`config.mk`:
```
export PLATFORM = sky130hd
export DESIGN_NAME = tmts_stats_unit
export DESIGN_NICKNAME = d
export VERILOG_FILES = /design/src/hw/rtl/tick_mask_task_scheduler_core_defines.svh /design/src/hw/rtl/tmts_pkg.sv /design/src/hw/rtl/tmts_stats_unit.sv
export SDC_FILE = /design/constraint.sdc
export NUM_CORES = 1
export LEC_CHECK = 0
export BUFFER_PORTS_ARGS = -buffer_cell sky130_fd_sc_hd__buf_2
export CORE_AREA = 8 8 203 205
export CTS_BUF_LIST = sky130_fd_sc_hd__clkbuf_16
export CTS_CLUSTER_SIZE = 24
export DETAILED_ROUTE_END_ITERATION = 8
export DIE_AREA = 0 0 211 213
export PLACE_DENSITY = 0.74
export SYNTH_ARGS = -nofsm -noshare
export SYNTH_HDL_FRONTEND = slang
export SYNTH_SLANG_ARGS = --single-unit
```
`constraint.sdc`:
```
create_clock -name clk -period 15.34 [get_ports clk]
set_input_delay 3.068 -clock clk [delete_from_list [all_inputs] [get_ports clk]]
set_output_delay 3.068 -clock clk [all_outputs]
set_load 0.02 [all_outputs]
```
`src/hw/rtl/tick_mask_task_scheduler_core_defines.svh`:
```
// Assertion macros used by the scheduler tick unit.
`ifndef TICK_MASK_TASK_SCHEDULER_CORE_DEFINES_SVH
`define TICK_MASK_TASK_SCHEDULER_CORE_DEFINES_SVH
`ifndef SYNTHESIS
`define TMTS_ASSERT_NOW(name, clk, rst_n, ante, cons) \
    name: assert property (@(posedge clk) disable iff (!rst_n) (ante) |-> (cons)) \
        else $error("tmts: same-cycle check failed");
`define TMTS_ASSERT_NEXT(name, clk, rst_n, ante, cons) \
    name: assert property (@(posedge clk) disable iff (!rst_n) (ante) |=> (cons)) \
        else $error("tmts: next-cycle check failed");
`else
`define TMTS_ASSERT_NOW(name, clk, rst_n, ante, cons)
`define TMTS_ASSERT_NEXT(name, clk, rst_n, ante, cons)
`endif
`endif

```
`src/hw/rtl/tmts_pkg.sv`:
```
package tmts_pkg;

    localparam int TIME_W        = 32;
    localparam int PERIOD_W      = 31;
    localparam int TICK_W        = 32;
    localparam int MAX_TASKS     = 4;
    localparam int NUM_TASKS_DEF = 4;
    localparam int TIDX_W        = 2;
    localparam int CFG_IDX_W     = 3;

    localparam logic [TIME_W-1:0]    MODULUS_RST = 32'd65536;
    localparam logic [TIME_W-1:0]    MODULUS_MIN = 32'd4;
    localparam logic [PERIOD_W-1:0]  PERIOD_RST  = 31'd1000;
    localparam logic [TICK_W-1:0]    TICK_START  = 32'h0000_0001;

    // configuration register indexes
    localparam logic [CFG_IDX_W-1:0] CFG_MODULUS = 3'd0;
    localparam logic [CFG_IDX_W-1:0] CFG_PERIOD  = 3'd1;
    localparam logic [CFG_IDX_W-1:0] CFG_MASK0   = 3'd2;

    typedef enum logic [1:0] {
        KIND_TIME    = 2'd0,
        KIND_REPORT  = 2'd1,
        KIND_RESTART = 2'd2,
        KIND_CLEAR   = 2'd3
    } kind_t;

    // item leaving the reduction pipe, valid only on the cycle it retires
    typedef struct packed {
        logic               valid;
        kind_t              kind;
        logic [TIDX_W-1:0]  tidx;
        logic [TIME_W-1:0]  red_a;   // sample_time or stop_time mod M
        logic [TIME_W-1:0]  red_b;   // start_time mod M
    } step_t;

    typedef struct packed {
        logic [TIME_W-1:0]   modulus;
        logic [PERIOD_W-1:0] period;
        logic                bad;
    } time_cfg_t;

    typedef struct packed {
        logic                 fired;
        logic [MAX_TASKS-1:0] run;
        logic [TICK_W-1:0]    word;
    } tick_res_t;

    typedef struct packed {
        logic              updated;
        logic [TIME_W-1:0] avg;
        logic [TIME_W-1:0] worst;
    } stats_res_t;

    // one restoring step of a remainder: shift in a bit, subtract M once
    function automatic logic [TIME_W-1:0] mod_step(
        input logic [TIME_W-1:0] rem,
        input logic              din,
        input logic [TIME_W-1:0] m
    );
        logic [TIME_W:0] sh;
        sh = {rem, din};
        if (sh >= {1'b0, m})
        begin
            sh = sh - {1'b0, m};
        end
        return sh[TIME_W-1:0];
    endfunction

    // (a - b) mod M for a, b already below M
    function automatic logic [TIME_W-1:0] mod_sub(
        input logic [TIME_W-1:0] a,
        input logic [TIME_W-1:0] b,
        input logic [TIME_W-1:0] m
    );
        logic [TIME_W:0] d;
        d = {1'b0, a} - {1'b0, b};
        if (d[TIME_W])
        begin
            d = d + {1'b0, m};
        end
        return d[TIME_W-1:0];
    endfunction

    // (a + p) mod M for a below M and p below M/2
    function automatic logic [TIME_W-1:0] mod_add(
        input logic [TIME_W-1:0]   a,
        input logic [PERIOD_W-1:0] p,
        input logic [TIME_W-1:0]   m
    );
        logic [TIME_W:0] s;
        s = {1'b0, a} + {2'b00, p};
        if (s >= {1'b0, m})
        begin
            s = s - {1'b0, m};
        end
        return s[TIME_W-1:0];
    endfunction

endpackage

```
`src/hw/rtl/tmts_stats_unit.sv`:
```
module tmts_stats_unit
    import tmts_pkg::*;
#(
    parameter int NUM_TASKS = NUM_TASKS_DEF
)
(
    input  logic       clk,
    input  logic       rst_n,
    input  step_t      step,
    input  time_cfg_t  tcfg,
    output stats_res_t res
);

    localparam int                IDX_W = (NUM_TASKS > 1) ? $clog2(NUM_TASKS) : 1;
    localparam logic [TIDX_W:0]   TASKS = (TIDX_W + 1)'(NUM_TASKS);

    logic [TIME_W-1:0] avg_reg   [NUM_TASKS];
    logic [TIME_W-1:0] worst_reg [NUM_TASKS];

    logic [IDX_W-1:0]  idx;
    logic              hit, ok, clear;
    logic [TIME_W-1:0] half, et, cur_avg, cur_worst, avg_new, worst_new;
    logic [TIME_W:0]   sum;

    always_comb
    begin
        idx       = step.tidx[IDX_W-1:0];
        hit       = step.valid && (step.kind == KIND_REPORT) && !tcfg.bad
                    && ({1'b0, step.tidx} < TASKS);
        clear     = step.valid && (step.kind == KIND_CLEAR);
        half      = tcfg.modulus >> 1;
        et        = mod_sub(step.red_a, step.red_b, tcfg.modulus);
        ok        = (et < half);
        cur_avg   = avg_reg[idx];
        cur_worst = worst_reg[idx];
        sum       = {1'b0, cur_avg} + {1'b0, et};
        avg_new   = sum[TIME_W:1];
        worst_new = (et > cur_worst) ? et : cur_worst;

        res.updated = hit && ok;
        res.avg     = hit ? (ok ? avg_new : cur_avg) : '0;
        res.worst   = hit ? (ok ? worst_new : cur_worst) : '0;
    end

    always_ff @(posedge clk or negedge rst_n)
    begin
        if (!rst_n)
        begin
            for (int i = 0; i < NUM_TASKS; i++)
            begin
                avg_reg[i]   <= '0;
                worst_reg[i] <= '0;
            end
        end
        else if (clear)
        begin
            for (int i = 0; i < NUM_TASKS; i++)
            begin
                avg_reg[i]   <= '0;
                worst_reg[i] <= '0;
            end
        end
        else if (hit && ok)
        begin
            avg_reg[idx]   <= avg_new;
            worst_reg[idx] <= worst_new;
        end
    end

endmodule

```
==> flow_summary.json <==
{
  "hold_viol": 0,
  "place_inst": 2797,
  "crit_path_end_kind": "output pin",
  "max_stage_delay_ps": 470,
  "h-tree-depth": 1,
  "min_path_type": "reg2reg",
  "reg2reg_slack_ps": 10950,
  "synth_xor_area_share_pct": 3.25,
  "cp-start-kind": "input port",
  "gp_congestion": 0.953,
  "syn_area_sq_um": 20500,
  "finClkSkew_ps": 19.6,
  "initial_utilization_pct": 53.8,
  "synthMostInstantiatedCell": "nand2_1",
  "synth.top_cell.area_share_pct": 31.3,
  "synth_top_family_by_area": "multiplexers",
  "synth-seq-area-share_pct": 31.3,
  "synth_common_cells": "nand2_1 (362), mux2i_1 (262), dfrtp_1 (256), ha_1 (156), a21oi_1 (143)",
  "drt_first_pass_iters": 5,
  "layout-drive-gt1-share_pct": 16.4,
  "clock_latency_ps": 570,
  "numPortBuffers": 168,
  "layout.cells.non_filler": 2851,
  "syn_avg_cell_area_sq_um": 9.38,
  "routedWlPerCell_microns": 21.1,
  "synth_enable_flop_cells": 0,
  "synth_largest_area_cell": "dfrtp_1",
  "yosys-mux-area-fraction_pct": 21.7,
  "required_ps": 12270,
  "yosysUniqueCellTypes": 81,
  "ff2ff_path_depth": 14,
  "postPlaceCellArea_sq_um": 21700,
  "fin_ws_ps": 782,
  "rsz0062_at_grt": "false",
  "final_area_sq_um": 22600,
  "wl_microns": 60000,
  "synthAdderAreaFrac_pct": 9.82,
  "die_x_microns": 211,
  "rr_startpoint": "worst_reg[58]$_DFFE_PN0P_",
  "synth_ff_type": "dfrtp_1",
  "slew_violations": 0,
  "synthArstFlopShare_pct": 100,
  "netlist_top_cells_area": "dfrtp_1 (31%), mux2i_1 (13%), ha_1 (9.5%), mux4_2 (6.8%), nand2_1 (6.6%)",
  "fp-row-count": 72,
  "crit_path_max_fanout": 22,
  "clock-sinks": 256,
  "cts_resized": 0,
  "worst_pin_slew_ps": 1150,
  "syn-num-nets": 2478,
  "cts_tree": "yes",
  "vias": 17575,
  "dp_hpwl_microns": 43100,
  "cts_setup_buffers": 0,
  "fin_util_pct": 59.4,
  "status": "completed",
  "max_freq_mhz": 68.7,
  "pre_cts_slack_ps": 701,
  "path_buf_inv": 5,
  "cts.clk_slew.worst_paths_ps": 60,
  "hold_buffers": 0,
  "maxCapViolations": 0,
  "vdd_ir_drop_max_v": 0.0000784,
  "grt_use_total_pct": 26.4,
  "cp.arrival_ps": 11490,
  "final.setup.tns_ps": 0,
  "r2r_end": "worst_reg[43]$_DFFE_PN0P_",
  "grt_pass1_wl_microns": 95600,
  "crit_path_start": "step[32]",
  "endpoint": "res[0]",
  "grt_max_degree": 112,
  "cts-root-buf": "clkbuf_16",
  "numCtsBuffers": 28,
  "cp_slowest_cell": "a2111oi_1",
  "initialDrtViolationCount": 1526,
  "max-slew-margin-rel_pct": 23.1,
  "drc": 0,
  "power_mw": 2.87,
  "vias_per_cell": 6.16,
  "syn_to_final_growth_pct": 10.5,
  "coreArea_sq_um": 38100,
  "dieHeight_microns": 213,
  "syn_inst": 2184,
  "ys_seq_elements": 256,
  "critical_path_depth": 34,
  "synth-simple-area-share_pct": 14.0,
  "yosysWarnings": 0,
  "cellPowerDensity_nw_per_um2": 127,
  "synth_compound_area_share_pct": 14.6,
  "antenna_found_initial": 2,
  "fillers": 3233,
  "finalCritPeriodShare_pct": 94.9,
  "setup_viol": 0,
  "nets": 2603,
  "num_io_pins": 200,
  "period_needed_ps": 14560,
  "grt_pass1_vias": 17850,
  "holdWs_ps": 522,
  "crit_type": "in2out",
  "clockBufferDepth": 3,
  "p_leak_nw": 10.1,
  "die_area_sq_um": 44900,
  "grt_overflow": 0,
  "postRouteAntennaNets": 0,
  "cp_top_family": "compound AO/OA/AOI/OAI gates"
}
[power breakdown]
part / switching [mW] / leakage (nW) / internal (mW) / total (mW)
clock: 0.290 / 0.457 / 0.394 / 0.685
sequential: 0.0190 / 3.57 / 0.712 / 0.731
combinational: 0.929 / 6.04 / 0.529 / 1.46
[cell type report]
cell class | count | area [sq um] | share of cell area, %
Timing Repair Buffer | 204 | 1140 | 5.02
Multi-Input combinational cell | 1691 | 13000 | 57.6
Tap cell | 518 | 648 | 2.86
Sequential cell | 256 | 6410 | 28.3
Clock inverter | 23 | 203 | 0.895
Inverter | 128 | 480 | 2.12
Clock buffer | 29 | 726 | 3.20
Antenna cell | 2 | 5.00 | 0.0221
[worst register-to-register path, cell delays in order (launching register included)]
cell and delay (ps):
dfrtp_1 380, mux4_2 520, inv_1 80, ha_1 230
a21o_1 160, a21o_1 160, a2111oi_0 450, o21bai_1 220
a221oi_1 380, o21ai_0 240, nand4_2 260, and2_2 210
buf_4 390, mux2i_2 420, mux2i_1 130
[worst min-delay path by stage]
| stage | slack (ps) | end | cells past startpoint | startpoint |
|---|---|---|---|---|
| 6_report | 520 | worst_reg[18]$_DFFE_PN0P_ | 2 | worst_reg[18]$_DFFE_PN0P_ |
| 5_1_grt | 530 | worst_reg[86]$_DFFE_PN0P_ | 2 | worst_reg[86]$_DFFE_PN0P_ |
| 4_1_cts | 520 | worst_reg[55]$_DFFE_PN0P_ | 2 | worst_reg[55]$_DFFE_PN0P_ |
| 3_5_place_dp | 510 | avg_reg[122]$_DFFE_PN0P_ | 2 | avg_reg[122]$_DFFE_PN0P_ |
| 3_3_place_gp | 510 | worst_reg[17]$_DFFE_PN0P_ | 2 | worst_reg[17]$_DFFE_PN0P_ |
| 2_1_floorplan | 500 | worst_reg[71]$_DFFE_PN0P_ | 2 | worst_reg[71]$_DFFE_PN0P_ |
[routing by layer]
metal	part of all wire (%)	wire (microns)	GRT usage (%)	vias up
met4	4.7	2850	12.4	2
met3	7.7	4620	4.73	143
met1	41	24900	33.8	8671
met5	0.022	13	0	-
li1	-	-	-	8085
met2	46	27700	43.0	674
[kinds of logic (layout without fill, tap and decap cells)]
family / count (synthesis) / after routing
AO/OA/AOI/OAI: 458 / 458
XOR/XNOR: 76 / 76
adder cells (fa/ha/maj): 159 / 159
buffers and inverters: 237 / 384
flip-flops: 256 / 256
multiplexers: 354 / 354
other: 0 / 2
AND/OR/NAND/NOR: 644 / 644
[cell usage in the layout (no fill, tap or decap), types with 5 or more instances in the layout]
cell type,netlist,layout
a2111oi_0,7,6
a211oi_1,33,33
a21o_1,60,60
a21oi_1,143,143
a221oi_1,6,6
a31oi_1,7,7
and2_1,14,13
and3_1,11,11
and4_1,5,5
buf_2,17,166
buf_4,12,36
clkbuf_16,0,29
clkinv_1,0,6
clkinv_2,0,5
dfrtp_1,256,256
ha_1,156,156
inv_1,128,130
mux2_2,9,9
mux2i_1,262,259
mux2i_2,17,17
mux2i_4,4,7
mux4_2,62,62
nand2_1,362,362
nand2b_1,16,16
nand3_1,47,46
nand4_1,25,25
nor2_1,93,93
nor2b_1,13,13
nor3_1,20,19
o211ai_1,10,10
o21a_1,35,35
o21ai_0,77,70
o21ai_1,9,14
o21bai_1,13,13
o31ai_1,7,7
or2_2,11,11
or3_1,9,8
xnor2_1,43,43
xor2_1,33,33
(Power assumes the default switching activity.)
