<file path="src/hw/rtl/tick_mask_task_scheduler_core_defines.svh">
// Assertion macros used by the scheduler tick unit.
`ifndef TICK_MASK_TASK_SCHEDULER_CORE_DEFINES_SVH
`define TICK_MASK_TASK_SCHEDULER_CORE_DEFINES_SVH
`ifndef SYNTHESIS
`define TMTS_ASSERT_NOW(name, clk, rst_n, ante, cons) \
    name: assert property (@(posedge clk) disable iff (!rst_n) (ante) |-> (cons)) \
        else $error("tmts: same-cycle check failed");
`define TMTS_ASSERT_NEXT(name, clk, rst_n, ante, cons) \
    name: assert property (@(posedge clk) disable iff (!rst_n) (ante) |=> (cons)) \
        else $error("tmts: next-cycle check failed");
`else
`define TMTS_ASSERT_NOW(name, clk, rst_n, ante, cons)
`define TMTS_ASSERT_NEXT(name, clk, rst_n, ante, cons)
`endif
`endif

</file>
<file path="src/hw/rtl/tmts_pkg.sv">
package tmts_pkg;

    localparam int TIME_W        = 32;
    localparam int PERIOD_W      = 31;
    localparam int TICK_W        = 32;
    localparam int MAX_TASKS     = 4;
    localparam int NUM_TASKS_DEF = 4;
    localparam int TIDX_W        = 2;
    localparam int CFG_IDX_W     = 3;

    localparam logic [TIME_W-1:0]    MODULUS_RST = 32'd65536;
    localparam logic [TIME_W-1:0]    MODULUS_MIN = 32'd4;
    localparam logic [PERIOD_W-1:0]  PERIOD_RST  = 31'd1000;
    localparam logic [TICK_W-1:0]    TICK_START  = 32'h0000_0001;

    // configuration register indexes
    localparam logic [CFG_IDX_W-1:0] CFG_MODULUS = 3'd0;
    localparam logic [CFG_IDX_W-1:0] CFG_PERIOD  = 3'd1;
    localparam logic [CFG_IDX_W-1:0] CFG_MASK0   = 3'd2;

    typedef enum logic [1:0] {
        KIND_TIME    = 2'd0,
        KIND_REPORT  = 2'd1,
        KIND_RESTART = 2'd2,
        KIND_CLEAR   = 2'd3
    } kind_t;

    // item leaving the reduction pipe, valid only on the cycle it retires
    typedef struct packed {
        logic               valid;
        kind_t              kind;
        logic [TIDX_W-1:0]  tidx;
        logic [TIME_W-1:0]  red_a;   // sample_time or stop_time mod M
        logic [TIME_W-1:0]  red_b;   // start_time mod M
    } step_t;

    typedef struct packed {
        logic [TIME_W-1:0]   modulus;
        logic [PERIOD_W-1:0] period;
        logic                bad;
    } time_cfg_t;

    typedef struct packed {
        logic                 fired;
        logic [MAX_TASKS-1:0] run;
        logic [TICK_W-1:0]    word;
    } tick_res_t;

    typedef struct packed {
        logic              updated;
        logic [TIME_W-1:0] avg;
        logic [TIME_W-1:0] worst;
    } stats_res_t;

    // one restoring step of a remainder: shift in a bit, subtract M once
    function automatic logic [TIME_W-1:0] mod_step(
        input logic [TIME_W-1:0] rem,
        input logic              din,
        input logic [TIME_W-1:0] m
    );
        logic [TIME_W:0] sh;
        sh = {rem, din};
        if (sh >= {1'b0, m})
        begin
            sh = sh - {1'b0, m};
        end
        return sh[TIME_W-1:0];
    endfunction

    // (a - b) mod M for a, b already below M
    function automatic logic [TIME_W-1:0] mod_sub(
        input logic [TIME_W-1:0] a,
        input logic [TIME_W-1:0] b,
        input logic [TIME_W-1:0] m
    );
        logic [TIME_W:0] d;
        d = {1'b0, a} - {1'b0, b};
        if (d[TIME_W])
        begin
            d = d + {1'b0, m};
        end
        return d[TIME_W-1:0];
    endfunction

    // (a + p) mod M for a below M and p below M/2
    function automatic logic [TIME_W-1:0] mod_add(
        input logic [TIME_W-1:0]   a,
        input logic [PERIOD_W-1:0] p,
        input logic [TIME_W-1:0]   m
    );
        logic [TIME_W:0] s;
        s = {1'b0, a} + {2'b00, p};
        if (s >= {1'b0, m})
        begin
            s = s - {1'b0, m};
        end
        return s[TIME_W-1:0];
    endfunction

endpackage

</file>
<file path="src/hw/rtl/tmts_tick_unit.sv">
`include "tick_mask_task_scheduler_core_defines.svh"

module tmts_tick_unit
    import tmts_pkg::*;
#(
    parameter int NUM_TASKS = NUM_TASKS_DEF
)
(
    input  logic                            clk,
    input  logic                            rst_n,
    input  step_t                           step,
    input  time_cfg_t                       tcfg,
    input  logic                            modulus_wr,
    input  logic [NUM_TASKS-1:0][TICK_W-1:0] mask,
    output logic                            busy,
    output tick_res_t                       res
);

    localparam int                CNT_W     = $clog2(TIME_W + 1);
    localparam logic [CNT_W-1:0]  RED_STEPS = CNT_W'(TIME_W);
    localparam logic [CNT_W-1:0]  RED_LAST  = CNT_W'(1);

    logic [TICK_W-1:0]    tick_bit_reg, tick_bit_next;
    logic [TIME_W-1:0]    lt_reg, lt_next;
    // last tick time as set by the last tick, re-reduced into lt_reg per modulus write
    logic [TIME_W-1:0]    lt_raw_reg, lt_raw_next;
    logic [CNT_W-1:0]     red_cnt_reg, red_cnt_next;
    logic [TIME_W-1:0]    red_src_reg;
    logic [TIME_W-1:0]    red_rem_reg, red_rem_next;

    logic [TIME_W-1:0]    half, delta, lt_adv;
    logic [TICK_W-1:0]    word;
    logic                 first, back, due, fire, sample_ok;
    logic [MAX_TASKS-1:0] run;

    assign busy = (red_cnt_reg != '0);

    always_comb
    begin
        half      = tcfg.modulus >> 1;
        delta     = mod_sub(step.red_a, lt_reg, tcfg.modulus);
        first     = (tick_bit_reg == '0);
        back      = (delta >= half);
        due       = (delta >= {1'b0, tcfg.period});
        fire      = first || back || due;
        word      = first ? TICK_START : tick_bit_reg;
        lt_adv    = mod_add(lt_reg, tcfg.period, tcfg.modulus);
        sample_ok = step.valid && (step.kind == KIND_TIME) && !tcfg.bad;

        run = '0;
        for (int i = 0; i < NUM_TASKS; i++)
        begin
            run[i] = fire ? (|(mask[i] & word)) : (mask[i] == '0);
        end

        red_rem_next = mod_step(red_rem_reg, red_src_reg[TIME_W-1], tcfg.modulus);
        red_cnt_next = busy ? (red_cnt_reg - RED_LAST) : red_cnt_reg;
        if (modulus_wr)
        begin
            red_cnt_next = RED_STEPS;
        end

        tick_bit_next = tick_bit_reg;
        lt_next       = lt_reg;
        lt_raw_next   = lt_raw_reg;
        if (sample_ok && fire)
        begin
            tick_bit_next = {word[TICK_W-2:0], word[TICK_W-1]};
            lt_next       = (first || back) ? step.red_a : lt_adv;
            lt_raw_next   = lt_next;
        end
        if (step.valid && (step.kind == KIND_RESTART))
        begin
            tick_bit_next = '0;
        end
        // re-reduced last tick time lands at the end of the pass
        if (red_cnt_reg == RED_LAST)
        begin
            lt_next = red_rem_next;
        end

        res.fired = sample_ok && fire;
        res.run   = sample_ok ? run : '0;
        res.word  = (sample_ok && fire) ? word : '0;
    end

    always_ff @(posedge clk or negedge rst_n)
    begin
        if (!rst_n)
        begin
            tick_bit_reg <= '0;
            lt_reg       <= '0;
            lt_raw_reg   <= '0;
            red_cnt_reg  <= '0;
        end
        else
        begin
            tick_bit_reg <= tick_bit_next;
            lt_reg       <= lt_next;
            lt_raw_reg   <= lt_raw_next;
            red_cnt_reg  <= red_cnt_next;
        end
    end

    always_ff @(posedge clk)
    begin
        if (modulus_wr)
        begin
            red_src_reg <= lt_raw_reg;
            red_rem_reg <= '0;
        end
        else if (busy)
        begin
            red_src_reg <= {red_src_reg[TIME_W-2:0], 1'b0};
            red_rem_reg <= red_rem_next;
        end
    end

    `TMTS_ASSERT_NEXT(a_reduce_starts, clk, rst_n, modulus_wr, busy)
    `TMTS_ASSERT_NOW(a_tick_bit_onehot0, clk, rst_n, 1'b1, $onehot0(tick_bit_reg))
    `TMTS_ASSERT_NEXT(a_fire_arms_tick, clk, rst_n, res.fired, tick_bit_reg != '0)
    `TMTS_ASSERT_NOW(a_fired_word_onehot, clk, rst_n, res.fired, $onehot(res.word))

endmodule

</file>
<file path="config.mk">
export PLATFORM = sky130hd
export DESIGN_NAME = tmts_tick_unit
export DESIGN_NICKNAME = d
export VERILOG_FILES = /design/src/hw/rtl/tmts_pkg.sv /design/src/hw/rtl/tmts_tick_unit.sv
export VERILOG_INCLUDE_DIRS = /design/src /design/src/hw/rtl
export SDC_FILE = /design/constraint.sdc
export NUM_CORES = 1
export LEC_CHECK = 0
export ABC_AREA = 0
export BUFFER_PORTS_ARGS = -buffer_cell sky130_fd_sc_hd__buf_2
export CAP_MARGIN = 20
export CORE_MARGIN = 2
export CORE_UTILIZATION = 59
export DETAILED_ROUTE_END_ITERATION = 10
export GPL_TIMING_DRIVEN = 0
export MAX_ROUTING_LAYER = met4
export PLACE_DENSITY = 0.84
export SLEW_MARGIN = 20
export SYNTH_ARGS = -nofsm -noshare
export SYNTH_HDL_FRONTEND = slang
export SYNTH_SLANG_ARGS = --single-unit
export TNS_END_PERCENT = 30
</file>
<file path="constraint.sdc">
create_clock -name clk -period 11.4 [get_ports clk]
set_input_delay 1.71 -clock clk [delete_from_list [all_inputs] [get_ports clk]]
set_output_delay 1.71 -clock clk [all_outputs]
set_load 0.1 [all_outputs]
</file>
==> flow_metrics.env <==
export IMPL_outcome="finished clean"
export IMPL_cts_root_buf="clkbuf_16"
export IMPL_crit_path_end="res[30]"
export IMPL_ys_types=95
export IMPL_slowest_stage="fa_1"
export IMPL_cts_sinks=166
export IMPL_synth_ff_type="dfrtp_1"
export IMPL_cp_top_family="compound AO/OA/AOI/OAI gates"
export IMPL_drtAntennaViolNets=0
export IMPL_boundaryPins=302
export IMPL_yosysWarnings=0
export IMPL_numCtsBuffers=17
export IMPL_antenna_found_initial=2
export IMPL_design_die_area_mm2=0.0325
export IMPL_drt_pass1_iterations=7
export IMPL_post_route_period_util_pct=97.1
export IMPL_timing_setup_tns_ns=0
export IMPL_synth_enable_flop_cells=32
export IMPL_p_leak_uw=0.0101
export IMPL_die_height_um=180
export IMPL_drive_gt1_share_pct=17.2
export IMPL_synthTopCellsByArea="ha_1, dfrtp_1, a21oi_1"
export IMPL_r2r_end="lt_reg[23]"
export IMPL_vias=20461
export IMPL_tightestPinTransition_ns=0.990
export IMPL_whs_ns=0.475
export IMPL_p_per_area_mw_per_mm2=374
export IMPL_critPathMaxStageDelay_ns=0.41
export IMPL_met2WireLength_mm=34.4
export IMPL_cp_data_arrival_time_ns=9.36
export IMPL_wl_met1_mm=25.0
export IMPL_syn_area_mm2=0.0183
export IMPL_routedWlPerCell_um=25.4
export IMPL_final_cell_mix="nand2_1, buf_2, ha_1"
export IMPL_end_kind="primary output"
export IMPL_syn_to_final_growth_pct=14.5
export IMPL_hold_path_class="register to register"
export IMPL_synthArstFlopShare_pct=61.4
export IMPL_clk_pin_slew_ns=0.07
export IMPL_path_class="primary input to primary output"
export IMPL_grt_pass1_wl_mm=113
export IMPL_fmax_mhz=90.3
export IMPL_grtUsageTotal_pct=46.6
export IMPL_place_area_mm2=0.0202
export IMPL_crit_path_max_fanout=10
export IMPL_final_common_cell="nand2_1"
export IMPL_routed_top_layer="met4"
export IMPL_yosysSeqAreaShare_pct=22.7
export IMPL_cp_data_required_time_ns=9.69
export IMPL_clk_latency_ns=0.44
export IMPL_path_buf_inv=6
export IMPL_drc_errors=0
export IMPL_syn_num_nets=2780
export IMPL_cp_startpoint="step[32]"
export IMPL_clock_path_buffers=2
export IMPL_route_met3_wl_mm=7.20
export IMPL_overflow=0
export IMPL_ys_ff_latch=166
export IMPL_fin_skew_ns=0.0148
export IMPL_drt_total_wl_mm=75.7
export IMPL_rsz0062_at_grt="yes"
export IMPL_hold_viol=0
export IMPL_worst_path_stages=34
export IMPL_synthCells=2288
export IMPL_finalMaxSlewViolations=0
export IMPL_r2r_slack_ns=3.06
export IMPL_yosysTopAreaCell="ha_1"
export IMPL_fin_nets=3067
export IMPL_die_w_um=180
export IMPL_synth_top_area_share_pct=15.2
export IMPL_setup_viol=0
export IMPL_cap_violations=0
export IMPL_drt_iter0_drc=2339
export IMPL_grt_pass1_vias=19859
export IMPL_cts_tree="done"
export IMPL_routabilityCongestion=1.05
export IMPL_io_buffers=266
export IMPL_row_count=64
export IMPL_dp_hpwl_mm=61.1
export IMPL_slew_headroom_pct=32.3
export IMPL_avgSynthCellArea_um2=8.01
export IMPL_fin_crit_ns=11.07
export IMPL_fp_coreArea_mm2=0.0306
export IMPL_peakVddDrop_v=0.000307
export IMPL_r2r_cells=31
export IMPL_n_fill_cell=2456
export IMPL_final_area_mm2=0.0210
export IMPL_grt_max_degree=56
export IMPL_worstSetupStartpointType="primary input"
export IMPL_postCtsHoldBufs=0
export IMPL_htree_levels=4
export IMPL_viasPerCell=6.85
export IMPL_initial_utilization_pct=59.9
export IMPL_regToRegStartpoint="lt_reg[2]"
worst min path at each step:
stage | startpoint | cells after the start | endpoint | slack, ns
after CTS | lt_raw_reg[24] | 2 | lt_raw_reg[24] | 0.48
after global placement | lt_raw_reg[0] | 2 | lt_raw_reg[0] | 0.46
after detailed placement | lt_raw_reg[24] | 2 | lt_raw_reg[24] | 0.46
after floorplan | lt_raw_reg[0] | 2 | lt_raw_reg[0] | 0.44
after global routing | lt_raw_reg[15] | 2 | lt_raw_reg[15] | 0.51
final | lt_raw_reg[24] | 2 | lt_raw_reg[24] | 0.48
worst min-delay path: stages, from the launching register on:
cell     delay, ns
dfrtp_1       0.34
nand2_1       0.05
nand2_1       0.05
through the flow:
| step | setup WS (ns) | std cells | utilization (%) | power (uW) |
|---|---|---|---|---|
| floorplan | 0.728 | 2288 | - | 5550 |
| global placement | -0.0985 | 2950 | 65.9 | 6730 |
| detailed placement | -0.114 | 2951 | 66.0 | 6950 |
| CTS | 0.0327 | 2983 | 68.0 | 7600 |
| global route | -0.0130 | 2986 | 68.6 | 8450 |
| finish | 0.331 | 2986 | 68.6 | 7840 |
cell usage after synthesis (all sizes together) (16+ instances only):
library cell and instances:
edfxtp 32, a221oi 19, dfxtp 32, a21o 53, nor3 34, nand4 45, nor4 45, o21ai 136
inv 172, ha 223, buf 30, a211oi 45, xnor2 89, o21a 25, mux2 52, dfrtp 102
a22oi 47, o31ai 16, nor2b 16, xor2 48, a31oi 29, nand2 259, a21oi 211, clkbuf 36
o21bai 23, nand2b 21, mux2i 40, nand3 39, nor2 187
report_power, final:
group | switching [uW] | total [uW] | internal, uW
clock | 283 | 610 | 328
combinational | 3640 | 6160 | 2520
sequential | 215 | 1060 | 850
kinds of logic (layout without fill, tap and decap cells):
| kind of cell | count (synthesis) | count (layout) | synth area share, % |
|---|---|---|---|
| AO/OA/AOI/OAI | 719 | 719 | 26.3 |
| AND/OR/NAND/NOR | 707 | 707 | 17.8 |
| buffers and inverters | 239 | 539 | 5.42 |
| adder cells (fa/ha/maj) | 228 | 228 | 15.8 |
| flip-flops | 166 | 166 | 22.7 |
| XOR/XNOR | 137 | 137 | 6.55 |
| multiplexers | 92 | 92 | 5.47 |
| other | 0 | 2 | 0 |
timing repair:
item | CTS | global route
resized for setup | 2 | 51
buffers inserted | 0 | 1
pin swaps | 0 | 1
endpoints found under the setup margin | 3 | 37
cell type report:
cell class / count / area [um2] / share of cell area (%)
Timing Repair Buffer: 268 / 1450 / 6.93
Antenna cell: 2 / 5.00 / 0.0239
Clock inverter: 14 / 173 / 0.823
Tap cell: 396 / 495 / 2.36
Multi-Input combinational cell: 1883 / 13300 / 63.2
Sequential cell: 166 / 4150 / 19.8
Inverter: 173 / 649 / 3.10
Clock buffer: 18 / 450 / 2.15
Buffer: 66 / 347 / 1.65
routing by layer:
layer	up-vias	global-route usage [%]
li1	9043	-
met5	-	-
met1	9376	48.1
met4	0	43.3
met3	530	8.79
met2	1512	74.9
Power figures use the tool's default switching activity.
